[src/rtl/bezier_surface_evaluator_assert.svh]
// Assertion macros shared by the bezier surface evaluator RTL.
// Each macro expects the signals aclk and aresetn in the using scope.
`ifndef BEZIER_SURFACE_EVALUATOR_ASSERT_SVH
`define BEZIER_SURFACE_EVALUATOR_ASSERT_SVH

// Same-cycle implication.
`define BSE_ASSERT_IMP(label, ante, cons, msg) \
    label: assert property (@(posedge aclk) disable iff (!aresetn) (ante) |-> (cons)) \
        else $error(msg);

// Next-cycle implication.
`define BSE_ASSERT_NXT(label, ante, cons, msg) \
    label: assert property (@(posedge aclk) disable iff (!aresetn) (ante) |=> (cons)) \
        else $error(msg);

`endif

[src/rtl/bse_grid_mem.sv]
`timescale 1ns / 1ps
// ----------------------------------------------------------------------------
// Control point memory
// Single write port and single registered read port; read data appears in the cycle after the read.
// ----------------------------------------------------------------------------
module bse_grid_mem #(
    parameter int DEPTH = 49,
    parameter int AW    = 6,
    parameter int DW    = 72
) (
    input  logic          aclk,
    input  logic          we,
    input  logic [AW-1:0] waddr,
    input  logic [DW-1:0] wdata,
    input  logic          re,
    input  logic [AW-1:0] raddr,
    output logic [DW-1:0] rdata
);

    logic [DW-1:0] mem [DEPTH];
    logic [DW-1:0] rdata_reg;

    always_ff @(posedge aclk) begin
        if (we) begin
            mem[waddr] <= wdata;
        end
    end

    always_ff @(posedge aclk) begin
        if (re) begin
            rdata_reg <= mem[raddr];
        end
    end

    assign rdata = rdata_reg;

endmodule

[config.mk]
export PLATFORM = sky130hd
export DESIGN_NAME = bse_grid_mem
export DESIGN_NICKNAME = d
export VERILOG_FILES = /design/src/rtl/bezier_surface_evaluator_assert.svh /design/src/rtl/bse_grid_mem.sv
export SDC_FILE = /design/constraint.sdc
export NUM_CORES = 2
export LEC_CHECK = 0
export BUFFER_PORTS_ARGS = -buffer_cell sky130_fd_sc_hd__buf_2
export CORE_ASPECT_RATIO = 1.2
export CORE_MARGIN = 2
export CORE_UTILIZATION = 52
export DETAILED_ROUTE_END_ITERATION = 6
export GPL_ROUTABILITY_DRIVEN = 0
export PLACE_DENSITY = 0.68
export SYNTH_ARGS = -nofsm -noshare
export SYNTH_HDL_FRONTEND = slang
export SYNTH_SLANG_ARGS = --single-unit
export TNS_END_PERCENT = 30
[constraint.sdc]
create_clock -name aclk -period 14 [get_ports aclk]
set_clock_uncertainty 0.2 [all_clocks]
set_input_delay 2.1 -clock aclk [delete_from_list [all_inputs] [get_ports aclk]]
set_output_delay 2.1 -clock aclk [all_outputs]
set_load 0.005 [all_outputs]
# Word level (Yosys, flattened, before mapping)
# Memory sizes are Yosys's and may differ from the RTL's. A register that Yosys moved wholly into a read port is not among the register bits.
# Index checks and enable logic that the tools add are counted.
dict set report word_totals {
  regBits 0
  mem_bits_rw 3528
  input_bits 87
  output_inout_bits 72
  elab_cells 3
  mem_count 1
}
# name depth width read_ports rd_ports_with_merged_regs wr line
set memory_table {}
lappend memory_table {mem 49 72 1 1 1 bse_grid_mem.sv:20} ;# logic [DW-1:0] mem [DEPTH];
dict set report op_classes {
  n_mux 2
}
# op count
set ops {}
lappend ops {{1-bit 2-to-1 mux} 2}

# Depth between registers and ports, before layout
dict set report depth {
  ltp_word 2
  ltp_mapped 11
  depth_no_buf 5
}

# Worst setup path before layout
# No wires, ideal clock.
dict set report synth_timing {
  kind {input to register}
  from {in waddr[3]}
  to {mem mem[10][0] (enable)}
  setup_ns 0.503
  t_arrival_ns 5.918
  required_time_ns 13.297
  path_slack_ns 7.379
  stages 4
  path_buffers 2
  path_cell_list {clkbuf_1 -> or3b_2 -> clkbuf_1 -> nor2_1}
}
# element line
set synth_lines {}
lappend synth_lines {{start, declared} bse_grid_mem.sv:13} ;# input logic [AW-1:0] waddr,
lappend synth_lines {{end, declared} bse_grid_mem.sv:20}
# No word-level cell before the write port.

==> flow_summary_export.csv <==
group,metric,value,unit
status,status,"finished, final reports clean",
cts,cts.repair.resized,0,
drt,wirelength,364000,um
yosys,ys.flop_type,"edfxtp_1",
yosys,yosys_register_bits,3600,
cts,cts_sinks,3600,
worst_setup_path,reg2reg_from,"mem[6][60]",
drt,via_per_inst,6.60,
layout,layout-drive-gt1-share,0.267,
layout,fin_util,0.580,
hold_path,hold_path.class,"reg -> reg",
worst_setup_path,cpPeakStageDelay,810,ps
yosys,syn_nets,6121,
job,cap_violations,0,
drt,dr.pass1.iters,7,
power,powerDensity,143,nW/um^2
drt,dr_wl_met3,36100,um
global_route,grt_pass1_wl,509000,um
cts,postCtsSetupBuffers,0,
yosys,synth_area,138000,sq um
yosys,syn_area_per_cell,22.8,sq um
drt,vias,67300,
worst_setup_path,endpoint_kind,"flop",
worst_setup_path,r2r_end,"rdata[60]",
floorplan,fp.dieH,568,um
yosys,netlist_instances,6034,
drt,antenna_left,0,
global_route,grt_pass1_vias,66900,
drt,drcViolationCount,0,
sta,tightest_slew,1420,ps
drt,wl_per_cell,35.8,um
cts,cts_buffer_depth,4,
floorplan,core,264000,sq um
worst_setup_path,path_buf_inv,4,
yosys,synth_seq_area_share,0.784,
global_route,antenna_found_initial,43,
cts,cts_hold_buf,0,
worst_setup_path,critPathKind,"in -> reg",
worst_setup_path,crit_family,"buffers and inverters",
global_route,grt_max_degree,135,
drt,wl_met1,136000,um
drt,drt_iter0_drc,9421,
floorplan,die_area,269000,sq um
worst_setup_path,arrival,6430,ps
sta,slew_headroom,0.0539,
worst_setup_path,worst_r2r_path_depth,4,
sta,drv_slew,0,
yosys,yosys_warnings,0,
worst_setup_path,cp.depth,8,
sta,grt_setup_unrepaired,"false",
sta,report.final.setup_viol,0,
sta,final.min_clock_period,6070,ps
worst_setup_path,worstPathCellList,"buf_12, buf_4, buf_4, buf_4, mux4_2, mux4_2, nand2_1, a31oi_1",
cts,cts_root_buf,"clkbuf_16",
layout,largest_reg_flops,3528,
worst_setup_path,setup.worst_path.end,"rdata[21]",
yosys,synth_edf_count,3600,
sta,hold_ws,427,ps
sta,finalHoldViolations,0,
sta,setup_tns,0,ps
cts,htreeDepth,5,
global_route,grtUsageTotal,0.270,
layout,final_common_cell,"edfxtp_1",
floorplan,die_w,474,um
worst_setup_path,crit_top_cell,"buf_4",
yosys,ys_types,52,
placement,dp_hpwl,185000,um
worst_setup_path,crit_start,"raddr[0]",
floorplan,num_rows,207,
worst_setup_path,cpMaxStageDelayCell,"buf_4",
worst_setup_path,cp-start-kind,"input pin",
power,vdd_drop_max,0.119,mV
placement,io_buffers,158,
floorplan,io_pins,159,
global_route,gr-total-overflow,0,
drt,wl_met2,180000,um
drt,dr.max_layer_used,"met5",
yosys,async_flop_share,0,
yosys,synth_top_cells_by_area,"edfxtp_1 78%, mux4_2 12%, mux2i_1 2.8%, mux2_2 0.71%, buf_6 0.51%",
layout,fill_cells,18600,
cts,cts_tree,"yes",
worst_setup_path,crit_path_max_fanout,96,
cts,path_clk_slew,60,ps
layout,final_cell_mix,"3600 x edfxtp_1, 761 x mux4_2, 381 x mux2i_1",
power,p_leak,48.3,nW
sta,fmax,165,MHz
yosys,synth_top_area_frac,0.784,
layout,syn_to_final_growth,11.3,%
cts,clock_latency,880,ps
yosys,synth.largest_area_cell,"edfxtp_1",
floorplan,initial_core_util,0.521,
cts,cts_buffers,335,
layout,nNetsFinal,6455,
worst_setup_path,r2r_slack,11620,ps
sta,period_share,0.434,
worst_setup_path,crit_required,14360,ps
==> synthesized netlist by cell type, types with 23 or more instances <==
cell type / number
a21oi_1: 47
nor2b_1: 35
o22ai_1: 63
clkbuf_1: 96
edfxtp_1: 3600
o221ai_1: 75
buf_4: 77
nor3_1: 23
o21ai_1: 26
mux2_2: 87
buf_6: 63
a211oi_1: 25
a31oi_1: 25
nand2_1: 119
mux4_2: 761
mux2i_1: 381
buf_2: 83
nor2_1: 154
a22oi_1: 64
==> worst min-delay path, cell delays in order (launching register included) <==
cell and delay [ps]:
edfxtp_1 320, nand2_1 50, a31oi_1 140
==> per-stage QoR <==
step	setup slack [ps]	cells	total power, mW	instance area (sq um)
6_report	7930	10200	22.0	154000
5_1_grt	7600	10200	22.5	153000
4_1_cts	7860	10200	22.1	153000
3_5_place_dp	6970	9584	13.2	143000
3_3_place_gp	7020	9584	13.2	143000
2_1_floorplan	7380	6034	12.8	138000
==> cells by family after synthesis <==
logic type / synth area share
mux: 0.159
flops: 0.784
buf+inv: 0.0163
compound gates: 0.0280
simple gates: 0.0123
==> layout make-up <==
type | count | area, sq um | share of cell area
Antenna cell | 10 | 25.0 | 0.000163
Tap cell | 3553 | 4450 | 0.0290
Inverter | 3 | 16.3 | 0.000106
Clock buffer | 397 | 8740 | 0.0570
Sequential cell | 3600 | 108000 | 0.704
Clock inverter | 202 | 1930 | 0.0126
Multi-Input combinational cell | 2092 | 28000 | 0.182
Timing Repair Buffer | 336 | 2270 | 0.0148
==> how the worst min path moves through the flow <==
| stage | startpoint | depth (start not counted) | slack (ps) | endpoint |
|---|---|---|---|---|
| floorplan | mem[48][13] | 2 | 400 | rdata[13] |
| global placement | mem[48][69] | 2 | 410 | rdata[69] |
| detailed placement | mem[48][7] | 2 | 420 | rdata[7] |
| CTS | mem[48][39] | 2 | 430 | rdata[39] |
| global route | mem[48][54] | 2 | 450 | rdata[54] |
| finish | mem[48][39] | 2 | 430 | rdata[39] |
==> routing by layer <==
layer | up-vias | GRT usage
met1 | 36000 | 0.371
li1 | 26400 | -
met4 | 26 | 0.0846
met5 | - | 0
met2 | 4029 | 0.442
met3 | 763 | 0.0488
==> power by group <==
group	internal (mW)	switching, mW	total [mW]
Clock	5.10	3.92	9.02
Sequential	12.0	0.0412	12.0
Combinational	0.370	0.623	0.993
Total	17.4	4.58	22.0
(Power assumes the default switching activity.)
